==> src/hw/rtl/sll_pkg.sv <==
// ----------------------------------------------------------------------------
// Static linked list engine - package
// Codes, command/status bundles and sizes shared by the engine modules.
// ----------------------------------------------------------------------------
package sll_pkg;

  localparam int NODES_DEF = 64;

  localparam int REQ_W    = 2;
  localparam int POS_W    = 6;
  localparam int VAL_W    = 32;
  localparam int ST_W     = 2;
  localparam int S_DATA_W = 40;  // 2 + 6 + 32
  localparam int M_DATA_W = 40;  // 2 + 32, padded to bytes

  // request codes
  localparam logic [REQ_W-1:0] REQ_INSERT = 2'd0;
  localparam logic [REQ_W-1:0] REQ_REMOVE = 2'd1;
  localparam logic [REQ_W-1:0] REQ_DUMP   = 2'd2;

  // status codes
  localparam logic [ST_W-1:0] ST_OK    = 2'd0;
  localparam logic [ST_W-1:0] ST_RANGE = 2'd1;
  localparam logic [ST_W-1:0] ST_FULL  = 2'd2;
  localparam logic [ST_W-1:0] ST_EMPTY = 2'd3;

  typedef enum logic [2:0] {
    RD_FREE, RD_HEAD, RD_CUR, RD_NODE, RD_PRED
  } rd_sel_t;

  typedef enum logic [1:0] {
    CUR_HOLD, CUR_HEAD, CUR_STEP
  } cur_op_t;

  typedef enum logic [2:0] {
    WR_NONE, WR_FREE_AUX, WR_NODE_AUX2, WR_PRED_NODE, WR_PRED_AUX, WR_FREE_NODE
  } wr_op_t;

  typedef enum logic [1:0] {
    OUT_NONE, OUT_STATUS, OUT_ELEM
  } out_op_t;

  typedef enum logic [4:0] {
    S_IDLE, S_DECODE, S_RESP,
    S_I_FREE, S_WALK, S_WALK_W,
    S_I_NF, S_I_PN, S_I_W1, S_I_W2,
    S_R_NODE, S_R_NN, S_R_F, S_R_W1, S_R_W2, S_R_W3,
    S_D_FIRST, S_D_RD, S_D_OUT
  } state_t;

  typedef struct packed {
    logic            ld_req;
    logic            rd_en;
    rd_sel_t         rd_sel;
    cur_op_t         cur_op;
    logic            cnt_clr;
    logic            cnt_inc;
    logic            node_ld;
    logic            pred_ld;
    logic            aux_ld;
    logic            aux2_ld;
    wr_op_t          wr_op;
    logic            val_wr;
    logic            st_ld;
    logic [ST_W-1:0] st_val;
    out_op_t         out_op;
  } sll_cmd_t;

  typedef struct packed {
    logic [REQ_W-1:0] req;
    logic             pos_zero;
    logic             rd_zero;
    logic             steps_zero;
    logic             out_free;
    logic             cnt_last;
  } sll_stat_t;

endpackage

==> src/hw/rtl/static_linked_list_engine_core.sv <==
// ----------------------------------------------------------------------------
// Static linked list engine - top level
// Cursor-linked list in a fixed node store with a free list; insert, remove
// and in-order dump requests.
// ----------------------------------------------------------------------------
//  channel | dir | tdata (low bit up)                     | tlast
//  s_*     | in  | req_type[1:0] position[7:2] value[39:8] | -
//  m_*     | out | status[1:0] element[33:2] zero[39:34]   | last
//
//  Insert and remove walk the link store up to the position, one registered
//  read per step; a dump walks it in list order, one read per element.
//  Reset: rst clears the state machine, the result valid flag and one valid
//  bit per link entry; no clearing pass, a request can enter the next cycle.
//  A stalled m_tready holds the result; the next request is taken while a
//  single-item result still waits. A dump holds off new requests until done.
// ----------------------------------------------------------------------------
module static_linked_list_engine_core #(
  parameter int NODES = sll_pkg::NODES_DEF  // node store depth, 4..65
) (
  input  logic                          clk,
  input  logic                          rst,
  input  logic                          s_tvalid,
  output logic                          s_tready,
  input  logic [sll_pkg::S_DATA_W-1:0]  s_tdata,   // req_type, position, value
  output logic                          m_tvalid,
  input  logic                          m_tready,
  output logic [sll_pkg::M_DATA_W-1:0]  m_tdata,   // status, element, zero pad
  output logic                          m_tlast
);
  import sll_pkg::*;

  sll_cmd_t  cmd;
  sll_stat_t stat;

  logic [ST_W-1:0]         out_status;
  logic signed [VAL_W-1:0] out_element;

  // request field split
  logic [REQ_W-1:0]        in_req;
  logic [POS_W-1:0]        in_pos;
  logic signed [VAL_W-1:0] in_val;

  assign in_req = s_tdata[REQ_W-1:0];
  assign in_pos = s_tdata[REQ_W+POS_W-1:REQ_W];
  assign in_val = s_tdata[REQ_W+POS_W+VAL_W-1:REQ_W+POS_W];

  // control: request decode, walk sequencing, result hand-off
  sll_controller u_ctrl (
    .clk      (clk),
    .rst      (rst),
    .in_valid (s_tvalid),
    .in_ready (s_tready),
    .cmd      (cmd),
    .stat     (stat)
  );

  // stores and working registers
  sll_datapath #(
    .NODES (NODES)
  ) u_dp (
    .clk         (clk),
    .rst         (rst),
    .in_req      (in_req),
    .in_pos      (in_pos),
    .in_val      (in_val),
    .cmd         (cmd),
    .stat        (stat),
    .out_valid   (m_tvalid),
    .out_ready   (m_tready),
    .out_status  (out_status),
    .out_element (out_element),
    .out_last    (m_tlast)
  );

  // result packing, padded to whole bytes
  assign m_tdata = {(M_DATA_W - ST_W - VAL_W)'(0), out_element, out_status};

endmodule

==> src/hw/rtl/sll_datapath.sv <==
// ----------------------------------------------------------------------------
// Static linked list engine - datapath
// Link and value stores, walk cursor, node holders and the result register.
// ----------------------------------------------------------------------------
module sll_datapath #(
  parameter int NODES = sll_pkg::NODES_DEF
) (
  input  logic                              clk,
  input  logic                              rst,
  input  logic [sll_pkg::REQ_W-1:0]         in_req,
  input  logic [sll_pkg::POS_W-1:0]         in_pos,
  input  logic signed [sll_pkg::VAL_W-1:0]  in_val,
  input  sll_pkg::sll_cmd_t                 cmd,
  output sll_pkg::sll_stat_t                stat,
  output logic                              out_valid,
  input  logic                              out_ready,
  output logic [sll_pkg::ST_W-1:0]          out_status,
  output logic signed [sll_pkg::VAL_W-1:0]  out_element,
  output logic                              out_last
);
  import sll_pkg::*;

  localparam int NW = $clog2(NODES);
  localparam logic [NW-1:0] HEAD      = NW'(NODES - 1);
  localparam logic [NW-1:0] FREE      = '0;
  localparam logic [NW-1:0] TAIL_FREE = NW'(NODES - 2);
  localparam logic [NW-1:0] CNT_END   = NW'(NODES - 3);

  logic [NW-1:0]    link_mem [NODES];
  logic [VAL_W-1:0] val_mem  [NODES];
  logic [NODES-1:0] link_vld;

  logic [REQ_W-1:0] req;
  logic [POS_W-1:0] pos;
  logic [VAL_W-1:0] val;
  logic [POS_W-1:0] steps;
  logic [NW-1:0]    cur, node, pred, aux, aux2, cnt;
  logic [ST_W-1:0]  st;

  logic [NW-1:0]    rd_addr, rd_mem, rd_init, rdata;
  logic             rd_vld;
  logic [VAL_W-1:0] val_rd;
  logic [NW-1:0]    wr_addr, wr_data;
  logic             wr_en;

  // read address
  always_comb begin
    unique case (cmd.rd_sel)
      RD_FREE: rd_addr = FREE;
      RD_HEAD: rd_addr = HEAD;
      RD_CUR:  rd_addr = cur;
      RD_NODE: rd_addr = node;
      RD_PRED: rd_addr = pred;
      default: rd_addr = FREE;
    endcase
  end

  // write address / data
  always_comb begin
    wr_en   = 1'b1;
    unique case (cmd.wr_op)
      WR_FREE_AUX:  begin wr_addr = FREE; wr_data = aux;  end
      WR_NODE_AUX2: begin wr_addr = node; wr_data = aux2; end
      WR_PRED_NODE: begin wr_addr = pred; wr_data = node; end
      WR_PRED_AUX:  begin wr_addr = pred; wr_data = aux;  end
      WR_FREE_NODE: begin wr_addr = FREE; wr_data = node; end
      default: begin
        wr_en   = 1'b0;
        wr_addr = FREE;
        wr_data = '0;
      end
    endcase
  end

  // stores: registered read, single write
  always_ff @(posedge clk) begin
    if (cmd.rd_en) begin
      rd_mem  <= link_mem[rd_addr];
      val_rd  <= val_mem[rd_addr];
      rd_vld  <= link_vld[rd_addr];
      rd_init <= (rd_addr >= TAIL_FREE) ? '0 : rd_addr + NW'(1);
    end
    if (wr_en) begin
      link_mem[wr_addr] <= wr_data;
    end
    if (cmd.val_wr) begin
      val_mem[node] <= val;
    end
  end

  // never-written link entries read as their reset chain value
  always_ff @(posedge clk) begin
    if (rst) begin
      link_vld <= '0;
    end else if (wr_en) begin
      link_vld[wr_addr] <= 1'b1;
    end
  end

  assign rdata = rd_vld ? rd_mem : rd_init;

  // request, cursor and node holders
  always_ff @(posedge clk) begin
    if (cmd.ld_req) begin
      req <= in_req;
      pos <= in_pos;
      val <= in_val;
    end
    unique case (cmd.cur_op)
      CUR_HEAD: begin
        cur   <= HEAD;
        steps <= pos - POS_W'(1);
      end
      CUR_STEP: begin
        cur   <= rdata;
        steps <= steps - POS_W'(1);
      end
      default: ;
    endcase
    if (cmd.cnt_clr) cnt <= '0;
    else if (cmd.cnt_inc) cnt <= cnt + NW'(1);
    if (cmd.node_ld) node <= rdata;
    if (cmd.pred_ld) pred <= cur;
    if (cmd.aux_ld)  aux  <= rdata;
    if (cmd.aux2_ld) aux2 <= rdata;
    if (cmd.st_ld)   st   <= cmd.st_val;
  end

  // result register
  always_ff @(posedge clk) begin
    if (rst) begin
      out_valid <= 1'b0;
    end else if (cmd.out_op != OUT_NONE) begin
      out_valid <= 1'b1;
    end else if (out_ready) begin
      out_valid <= 1'b0;
    end
  end

  always_ff @(posedge clk) begin
    unique case (cmd.out_op)
      OUT_STATUS: begin
        out_status  <= st;
        out_element <= '0;
        out_last    <= 1'b1;
      end
      OUT_ELEM: begin
        out_status  <= ST_OK;
        out_element <= val_rd;
        out_last    <= (rdata == '0) || (cnt == CNT_END);
      end
      default: ;
    endcase
  end

  assign stat.req        = req;
  assign stat.pos_zero   = (pos == '0);
  assign stat.rd_zero    = (rdata == '0);
  assign stat.steps_zero = (steps == '0);
  assign stat.out_free   = !out_valid || out_ready;
  assign stat.cnt_last   = (cnt == CNT_END);

endmodule

==> src/hw/rtl/sll_controller.sv <==
// ----------------------------------------------------------------------------
// Static linked list engine - controller
// Sequences store reads, link walks, link rewrites and result hand-off.
// ----------------------------------------------------------------------------
module sll_controller (
  input  logic               clk,
  input  logic               rst,
  input  logic               in_valid,
  output logic               in_ready,
  output sll_pkg::sll_cmd_t  cmd,
  input  sll_pkg::sll_stat_t stat
);
  import sll_pkg::*;

  state_t state, state_next;

  always_ff @(posedge clk) begin
    if (rst) begin
      state <= S_IDLE;
    end else begin
      state <= state_next;
    end
  end

  always_comb begin
    state_next = state;
    cmd        = '0;
    in_ready   = 1'b0;
    unique case (state)
      S_IDLE: begin
        in_ready = !rst;
        if (in_valid && !rst) begin
          cmd.ld_req = 1'b1;
          state_next = S_DECODE;
        end
      end
      S_DECODE: begin
        priority if (stat.req == REQ_DUMP) begin
          cmd.rd_en  = 1'b1;
          cmd.rd_sel = RD_HEAD;
          state_next = S_D_FIRST;
        end else if (stat.req != REQ_INSERT && stat.req != REQ_REMOVE) begin
          cmd.st_ld  = 1'b1;
          cmd.st_val = ST_OK;
          state_next = S_RESP;
        end else if (stat.pos_zero) begin
          cmd.st_ld  = 1'b1;
          cmd.st_val = ST_RANGE;
          state_next = S_RESP;
        end else if (stat.req == REQ_INSERT) begin
          cmd.rd_en  = 1'b1;
          cmd.rd_sel = RD_FREE;
          state_next = S_I_FREE;
        end else begin
          cmd.cur_op = CUR_HEAD;
          state_next = S_WALK;
        end
      end
      S_I_FREE: begin
        if (stat.rd_zero) begin
          cmd.st_ld  = 1'b1;
          cmd.st_val = ST_FULL;
          state_next = S_RESP;
        end else begin
          cmd.node_ld = 1'b1;
          cmd.cur_op  = CUR_HEAD;
          state_next  = S_WALK;
        end
      end
      S_WALK: begin
        if (stat.steps_zero) begin
          cmd.pred_ld = 1'b1;
          cmd.rd_en   = 1'b1;
          if (stat.req == REQ_INSERT) begin
            cmd.rd_sel = RD_NODE;
            state_next = S_I_NF;
          end else begin
            cmd.rd_sel = RD_CUR;
            state_next = S_R_NODE;
          end
        end else begin
          cmd.rd_en  = 1'b1;
          cmd.rd_sel = RD_CUR;
          state_next = S_WALK_W;
        end
      end
      S_WALK_W: begin
        if (stat.rd_zero) begin
          cmd.st_ld  = 1'b1;
          cmd.st_val = ST_RANGE;
          state_next = S_RESP;
        end else begin
          cmd.cur_op = CUR_STEP;
          state_next = S_WALK;
        end
      end
      S_I_NF: begin
        cmd.aux_ld = 1'b1;
        cmd.rd_en  = 1'b1;
        cmd.rd_sel = RD_PRED;
        state_next = S_I_PN;
      end
      S_I_PN: begin
        cmd.aux2_ld = 1'b1;
        state_next  = S_I_W1;
      end
      S_I_W1: begin
        cmd.wr_op  = WR_FREE_AUX;
        cmd.val_wr = 1'b1;
        state_next = S_I_W2;
      end
      S_I_W2: begin
        cmd.wr_op  = WR_NODE_AUX2;
        state_next = S_R_W2;
      end
      S_R_NODE: begin
        if (stat.rd_zero) begin
          cmd.st_ld  = 1'b1;
          cmd.st_val = ST_RANGE;
          state_next = S_RESP;
        end else begin
          cmd.node_ld = 1'b1;
          state_next  = S_R_NN;
        end
      end
      S_R_NN: begin
        cmd.rd_en  = 1'b1;
        cmd.rd_sel = RD_NODE;
        state_next = S_R_F;
      end
      S_R_F: begin
        cmd.aux_ld = 1'b1;
        cmd.rd_en  = 1'b1;
        cmd.rd_sel = RD_FREE;
        state_next = S_R_W1;
      end
      S_R_W1: begin
        cmd.aux2_ld = 1'b1;
        cmd.wr_op   = WR_PRED_AUX;
        state_next  = S_R_W2;
      end
      S_R_W2: begin
        // insert: link pred to new node; remove: link node to old free head
        if (stat.req == REQ_INSERT) begin
          cmd.wr_op = WR_PRED_NODE;
          cmd.st_ld = 1'b1;
          cmd.st_val = ST_OK;
          state_next = S_RESP;
        end else begin
          cmd.wr_op  = WR_NODE_AUX2;
          state_next = S_R_W3;
        end
      end
      S_R_W3: begin
        // removed node becomes the free head
        cmd.wr_op  = WR_FREE_NODE;
        cmd.st_ld  = 1'b1;
        cmd.st_val = ST_OK;
        state_next = S_RESP;
      end
      S_D_FIRST: begin
        if (stat.rd_zero) begin
          cmd.st_ld  = 1'b1;
          cmd.st_val = ST_EMPTY;
          state_next = S_RESP;
        end else begin
          cmd.cur_op  = CUR_STEP;
          cmd.cnt_clr = 1'b1;
          state_next  = S_D_RD;
        end
      end
      S_D_RD: begin
        cmd.rd_en  = 1'b1;
        cmd.rd_sel = RD_CUR;
        state_next = S_D_OUT;
      end
      S_D_OUT: begin
        if (stat.out_free) begin
          cmd.out_op = OUT_ELEM;
          if (stat.rd_zero || stat.cnt_last) begin
            state_next = S_IDLE;
          end else begin
            cmd.cur_op  = CUR_STEP;
            cmd.cnt_inc = 1'b1;
            state_next  = S_D_RD;
          end
        end
      end
      S_RESP: begin
        if (stat.out_free) begin
          cmd.out_op = OUT_STATUS;
          state_next = S_IDLE;
        end
      end
      default: state_next = S_IDLE;
    endcase
  end

endmodule

==> config.mk <==
export PLATFORM = sky130hd
export DESIGN_NAME = static_linked_list_engine_core
export DESIGN_NICKNAME = d
export VERILOG_FILES = /design/src/hw/rtl/sll_pkg.sv /design/src/hw/rtl/static_linked_list_engine_core.sv /design/src/hw/rtl/sll_datapath.sv /design/src/hw/rtl/sll_controller.sv
export SDC_FILE = /design/constraint.sdc
export NUM_CORES = 2
export LEC_CHECK = 0
export BUFFER_PORTS_ARGS = -buffer_cell sky130_fd_sc_hd__buf_2
export CAP_MARGIN = 20
export CORE_MARGIN = 2
export CORE_UTILIZATION = 65
export DETAILED_ROUTE_END_ITERATION = 6
export HOLD_SLACK_MARGIN = 0.06
export PLACE_DENSITY = 0.82
export SYNTH_ARGS = -nofsm -noshare
export SYNTH_HDL_FRONTEND = slang
export SYNTH_SLANG_ARGS = --single-unit
export TNS_END_PERCENT = 100
==> constraint.sdc <==
create_clock -name clk -period 5.2 [get_ports clk]
set_input_delay 0.26 -clock clk [delete_from_list [all_inputs] [get_ports clk]]
set_output_delay 0.26 -clock clk [all_outputs]
set_load 0.01 [all_outputs]
# == Word-level counts from Yosys, hierarchy flattened ==
# Memory sizes are Yosys's and may differ from the RTL's. A register that Yosys moved wholly into a read port is not among the register bits.
# Cells that the tools add are included.
# op_classes
addsub,4
n_lt_le_gt_ge,4
n_eq_ne,37
mux,76
bitwise_logic,1
reduce_logical,28
# op_table
operator,count
$pmux W5 S17,1
$or A64 B64 Y64,1
$pmux W32 S2,1
$eq A5 B4 Y1 const B,8
$mux W5,8
$pmux W6 S2,3
$mux W3,11
$mux W1,28
$pmux W4 S6,1
$pmux W6 S4,1
$eq A5 B3 Y1 const B,4
$mux W4,5
$logic_not A6 Y1,3
$mux W6,3
$pmux W3 S6,1
$pmux W6 S3,1
$reduce_or A2 Y1,9
$eq A5 B5 Y1 const B,3
$pmux W3 S5,1
$lt A6 B7 Y1 const B,2
$add A6 B1 Y6 const B,2
$eq A3 B2 Y1 const B,4
$sub A6 B1 Y6 const B,2
$eq A5 B2 Y1 const B,2
24 further kinds,45
# word_totals
regBits,196
ramBits,2432
input_bits,44
out_inout_bits,43
n_memories,2
# mem_list
name,depth,word_bits,read_ports,rd_ports_with_merged_regs,write_ports,line_no,text
u_dp.val_mem,64,32,1,1,1,sll_datapath.sv:30,logic [VAL_W-1:0] val_mem [NODES];
u_dp.link_mem,64,6,1,1,1,sll_datapath.sv:29,logic [NW-1:0] link_mem [NODES];

# == Depth between registers and ports, before layout ==
# logic_depth
word_depth,11
ltp_mapped,17
mapped_depth_nobuf,12

# == Cells and area by module ==
# Synthesis repeated with hierarchy kept, for this count alone.
# hier_totals
hier_cells,7195
area_unflattened_um2,105448.6
# by_module_without_submodules
module,n_inst,cells_per_inst,area_each_um2,seq_area_each_um2
sll_datapath,1,7052,104506.5,79196.0
sll_controller,1,136,893.4,100.1
static_linked_list_engine_core,1,7,48.8,0.0

# == Least setup slack after synthesis ==
# Ideal clock, no wire load.
# synth_path
path_type,reg2reg
start,reg u_dp.steps[2]
end,"reg u_dp.rd_init[2], data pin"
setup_ps,273
arrival_time_ps,3084
required_ps,4927
path_slack_ps,1843
stages_incl_launch_ff,16
path_buffers,5
cell_sequence,edfxtp_1 > nor4_2 > nand4_2 > and3_1 > buf_6 > mux2_4 > and2_4 > clkinv_2 > buf_6 > buf_4 > buf_4 > buf_2 > ha_1 > nor2_1 > nor3_1 > nor2_1
# synth_between
elab_chain_cells,6
word_cells_on_any_way,10
cone_classes,add/sub: 1; order compare: 1; eq/ne: 4; mux: 3; reduce/logical: 1
# synth_rtl
item,line_no,text
"start, declared",sll_datapath.sv:36,logic [POS_W-1:0] steps;
"start signal, assigned",sll_datapath.sv:112,steps <= pos - POS_W'(1);
"start signal, assigned",sll_datapath.sv:116,steps <= steps - POS_W'(1);
$logic_not A6 Y1 (*),sll_datapath.sv:159,assign stat.steps_zero = (steps == '0);
$mux W1 (*),sll_controller.sv:71,if (stat.steps_zero) begin
$pmux W4 S6 (*),sll_controller.sv:29,unique case (state)
$eq A3 B3 Y1 (tied with other cells),sll_datapath.sv:48,unique case (cmd.rd_sel)
$pmux W6 S4 (*),sll_datapath.sv:48,
$add A6 B1 Y6 / $ge A6 B6 Y1 (equally long branches),sll_datapath.sv:81,rd_init <= (rd_addr >= TAIL_FREE) ? '0 : rd_addr + NW'(1);
"end signal, assigned",sll_datapath.sv:81,
"end, declared",sll_datapath.sv:40,"logic [NW-1:0] rd_addr, rd_mem, rd_init, rdata;"
# Mark *: on every way between the ends. The rest lies on a longest branch, timed or not.
# A chain may end at the register's enable or synchronous reset.

# == Worst setup path after layout ==
# layout_path
start,reg u_dp.steps[2]
end,"reg u_dp.val_rd[5] (read register of u_dp.val_mem), data pin"
# layout_between
elab_chain_cells,5
word_cells_on_any_way,8
cone_classes,eq/ne: 4; mux: 3; reduce/logical: 1
# layout_rtl
item,line_no,text
$logic_not A6 Y1 (*),sll_datapath.sv:159,
$mux W1 (*),sll_controller.sv:71,
$pmux W4 S6 (*),sll_controller.sv:29,
$eq A3 B3 Y1 (tied with other cells),sll_datapath.sv:48,
$pmux W6 S4 (*),sll_datapath.sv:48,
"end, declared",sll_datapath.sv:42,logic [VAL_W-1:0] val_rd;
# Marks and branches as above.

==> metrics.md <==
| Metric | Value |
|---|---|
| Area grow syn2layout | `12.96%` |
| Critical path required time | `5.85 ns` |
| Critical Path Stages | `13` |
| Die area | `165500 sq um` |
| CORE AREA | `160800 sq um` |
| Ratio of cells with drive above 1 in the final layout | `0.1178` |
| Via Count | `72370` |
| Starting Density | `0.6560` |
| Crit path top cell by count | `a311oi_1` |
| Antenna violations before repair | `24` |
| Sw Share | `0.2773` |
| CTS root buf | `clkbuf_16` |
| Crit Path Category | `reg -> reg` |
| Fin area | `119100 sq um` |
| Post-CTS Setup Bufs | `0` |
| Sum of buffers and inverters on the critical path | `3` |
| Worst Reg-to-Reg Cells | `13` |
| Complex-gate fraction of the synthesized area | `0.09210` |
| Chip height | `406.8 um` |
| Pwr Density | `429.3 nW/um^2` |
| Yosys warning total | `0` |
| Peak VDD IR | `0.4112 mV` |
| Largest net degree at the start of global routing | `142` |
| Final number of max-transition violations | `0` |
| PortBufs | `80` |
| Vias/cell | `7.102` |
| Hold Path Class | `in -> reg` |
| Row count | `147` |
| Setup violations, final | `0` |
| Commonest cells after routing, fill and taps aside | `edfxtp_1 (2590), nand2_1 (1605), and3_1 (350), nand3_1 (334), buf_4 (320)` |
| Gp weighted congestion | `0.9414` |
| CP top delay family | `compound AO/OA/AOI/OAI gates` |
| Asr flop ratio synth | `0` |
| Flop-to-flop setup slack | `0.20 ns` |
| # clock sinks | `2666` |
| Worst rel slew slack | `0.1332` |
| Seq pwr share | `0.472` |
| Met1 GRT Util | `0.4817` |
| CP Launch Type | `flip-flop` |
| Most common library cell in the layout ignoring fill and taps | `edfxtp_1` |
| Worst slew pin tran | `1.297 ns` |
| Fin crit period | `4.999 ns` |
| Total track usage | `0.3757` |
| WL per Instance | `30.90 um` |
| CTS tree | `done` |
| Yosys cell types | `81` |
| Worst skew pair latency | `0.96 ns` |
| Fin Setup TNS | `0 ns` |
| Post-DP Area | `110000 sq um` |
| Antenna violation net count after detailed routing | `0` |
| DR pass1 iterations | `7` |
| Hold_buf cts | `74` |
| P_leak | `40.09 nW` |
| Mux cell area share after synthesis | `0.01227` |
| Worst hold margin | `0.03546 ns` |
| Main synth FF type | `edfxtp_1` |
| RSZ-0062 raised after global routing | `false` |
| Max-Cap Viols | `0` |
| Clock buffer depth | `4` |
| Switching pwr | `14.18 mW` |
| First-pass GRT wire length | `451000 um` |
| Post-synthesis cell area | `105500 sq um` |
| EDFF count, synth | `2590` |
| Fin util | `0.7411` |
| Combinational family with the most area after synthesis | `simple AND/OR/NAND/NOR gates` |
| DRC Markers | `1` |
| Gr busiest metal | `met2` |
| Synth Area in Adders | `0.0009491` |
| GRT overflow | `0` |
| XOR/XNOR share of the synthesized area | `0.001246` |
| Final WL | `314900 um` |
| Final hold vios | `0` |
| Slowest cell on the critical path | `a2111oi_0` |
| Total CTS buffers | `276` |
| Clock transition at path regs | `0.06 ns` |
| Grt met3 use | `0.1056` |
| Post-cts sizing count | `0` |
| Fin crit share | `0.9613` |
| FF+latch area | `79300 sq um` |
| Clock share of power | `0.361` |
| DIE WIDTH | `406.8 um` |
| Internal | `36.96 mW` |
| Syn avg cell area | `13.93 sq um` |
| Crit end category | `flip-flop` |
| Iter 0 DRT Violations | `14180` |
| Outcome | `complete, but fails checks` |
| Combinational power share | `0.166` |
| Worst R2R Start | `u_dp.steps[2]$_DFFE_PP_` |
| # fillers | `8949` |
| CP Data Arrival Time | `5.64 ns` |
| Clk_skew | `0.07022 ns` |
| Max Fanout on Critical Path | `141` |
| I/O pins | `87` |
| Crit-path cells | `nor4_2 -> nand4_2 -> and3_1 -> mux2_8 -> and2_4 -> inv_16 -> buf_12 -> a211oi_1 -> a311oi_1 -> a31o_2 -> a2111oi_0 -> buf_4 -> a311oi_1` |
| Placed cell count | `9632` |
| Htree depth | `5` |
| FF+latch count, synth | `2666` |
| M2 GR Usage | `0.5656` |
| Hold EP | `u_ctrl.state[4]$_SDFFE_PP0P_` |
| Dpl hpwl | `178300 um` |
| Failing checks | `DRC` |
| RR Endpoint | `u_dp.val_rd[5]$_DFFE_PP_` |
| F_max | `200.0 MHz` |
| Hold_sp | `rst` |
| # nets final | `7883` |
| Seq/Total Area, Yosys | `0.7519` |
| Critical path's largest stage delay | `0.76 ns` |
| Multi-input gate area | `24140 sq um` |
| Vias in the first global route | `70090` |
| Synth Area in Simple Gates | `0.1166` |
| Mapped Cells | `7569` |
| Hold Crit Depth | `3` |
| Layout Cells excl Fill | `10190` |
## worst max path at each step
stage / from / to / slack, ns
floorplan: u_dp.steps[2]$_DFFE_PP_ / u_dp.rd_init[2]$_SDFFCE_PP0P_ / 1.84
global placement: u_ctrl.state[4]$_SDFFE_PP0P_ / u_dp.val_rd[11]$_DFFE_PP_ / 0.21
detailed placement: u_ctrl.state[4]$_SDFFE_PP0P_ / u_dp.val_rd[5]$_DFFE_PP_ / 0.22
CTS: u_ctrl.state[4]$_SDFFE_PP0P_ / u_dp.val_rd[5]$_DFFE_PP_ / 0.29
global route: u_ctrl.state[4]$_SDFFE_PP0P_ / u_dp.val_rd[5]$_DFFE_PP_ / 0.07
finish: u_dp.steps[2]$_DFFE_PP_ / u_dp.val_rd[5]$_DFFE_PP_ / 0.20
## stage by stage
| step | setup WS (ns) | power [mW] |
|---|---|---|
| after global placement | 0.2066 | 32.31 |
| after global routing | 0.07053 | 52.11 |
| after floorplan | 1.843 | 29.37 |
| after detailed placement | 0.2206 | 32.56 |
| final | 0.2010 | 51.14 |
| after CTS | 0.2940 | 50.69 |
## sequential cells by signal, indices dropped and copies added, names as in the netlist, 5 cells and up
register / flops
u_dp.steps: 6
u_dp.node: 6
u_dp.val_rd: 32
u_ctrl.state: 5
u_dp.rd_init: 6
u_dp.val_mem: 2048
u_dp.pos: 6
u_dp.out_element: 32
u_dp.link_mem: 384
u_dp.cnt: 6
u_dp.cur: 6
u_dp.rd_mem: 6
u_dp.link_vld: 64
u_dp.val: 32
u_dp.pred: 6
u_dp.aux2: 6
u_dp.aux: 6
## worst min-delay path, cell delays in order
cell and delay (ns):
buf_2 0.11, buf_4 0.34, nor2_1 0.18
## layer usage
| metal | up-vias | wire length, um |
|---|---|---|
| met5 | - | 139 |
| met1 | 34600 | 101100 |
| met3 | 1460 | 48080 |
| met2 | 6947 | 141700 |
| li1 | 29340 | - |
| met4 | 22 | 23930 |
## cell type report
cell class	count	share of cell area
tap	2160	0.02269
clock buffer	357	0.06237
antenna	9	0.0001890
multi-input combinational	4333	0.2027
sequential	2666	0.6656
timing repair buffer	529	0.03899
inverter	25	0.0009873
clock inverter	111	0.006491
## synth_stat cells (12+ instances only)
master | count | area [sq um]
edfxtp_1 | 2590 | 77770
nand2_1 | 1610 | 6043
and3_1 | 350 | 2190
nand3_1 | 334 | 1672
a211oi_1 | 320 | 2402
nor2_1 | 311 | 1167
clkbuf_1 | 304 | 1141
a31oi_1 | 271 | 1695
a21oi_1 | 173 | 865.8
a311oi_1 | 172 | 1506
buf_2 | 155 | 775.7
o21ai_0 | 130 | 650.6
mux2i_1 | 121 | 1211
dfxtp_1 | 76 | 1521
o21ai_1 | 60 | 300.3
o22ai_1 | 49 | 306.5
nor3_1 | 41 | 205.2
a221oi_1 | 39 | 341.6
buf_1 | 37 | 138.9
and2_1 | 35 | 219.0
buf_4 | 35 | 262.8
a221o_1 | 27 | 270.3
a32oi_1 | 25 | 219.0
inv_1 | 23 | 86.33
a22oi_1 | 21 | 157.7
buf_6 | 19 | 214.0
or3_1 | 19 | 118.9
nand4_1 | 18 | 112.6
o32ai_1 | 15 | 131.4
a32o_1 | 13 | 130.1
and4_1 | 12 | 105.1
## power groups by stage
| stage | clock (mW) | combinational [mW] | sequential [mW] |
|---|---|---|---|
| final | 18.5 | 8.50 | 24.2 |
| after global routing | 19.2 | 8.77 | 24.1 |
| after CTS | 18.4 | 8.15 | 24.1 |
| after detailed placement | 0 | 7.97 | 24.6 |
| after global placement | 0 | 7.73 | 24.6 |
| after floorplan | 0 | 4.65 | 24.7 |
## logic make-up (layout without fill, tap and decap cells)
logic type | count (synthesis) | after routing
and+or+nand+nor | 2787 | 2787
DFF | 2666 | 2666
muxes | 126 | 126
other | 1 | 15
buffers and inverters | 575 | 1022
AOI/OAI and AO/OA | 1391 | 1391
adders and majority gates | 8 | 8
xor gates and xnor gates | 15 | 15
Power figures use the tool's default switching activity.
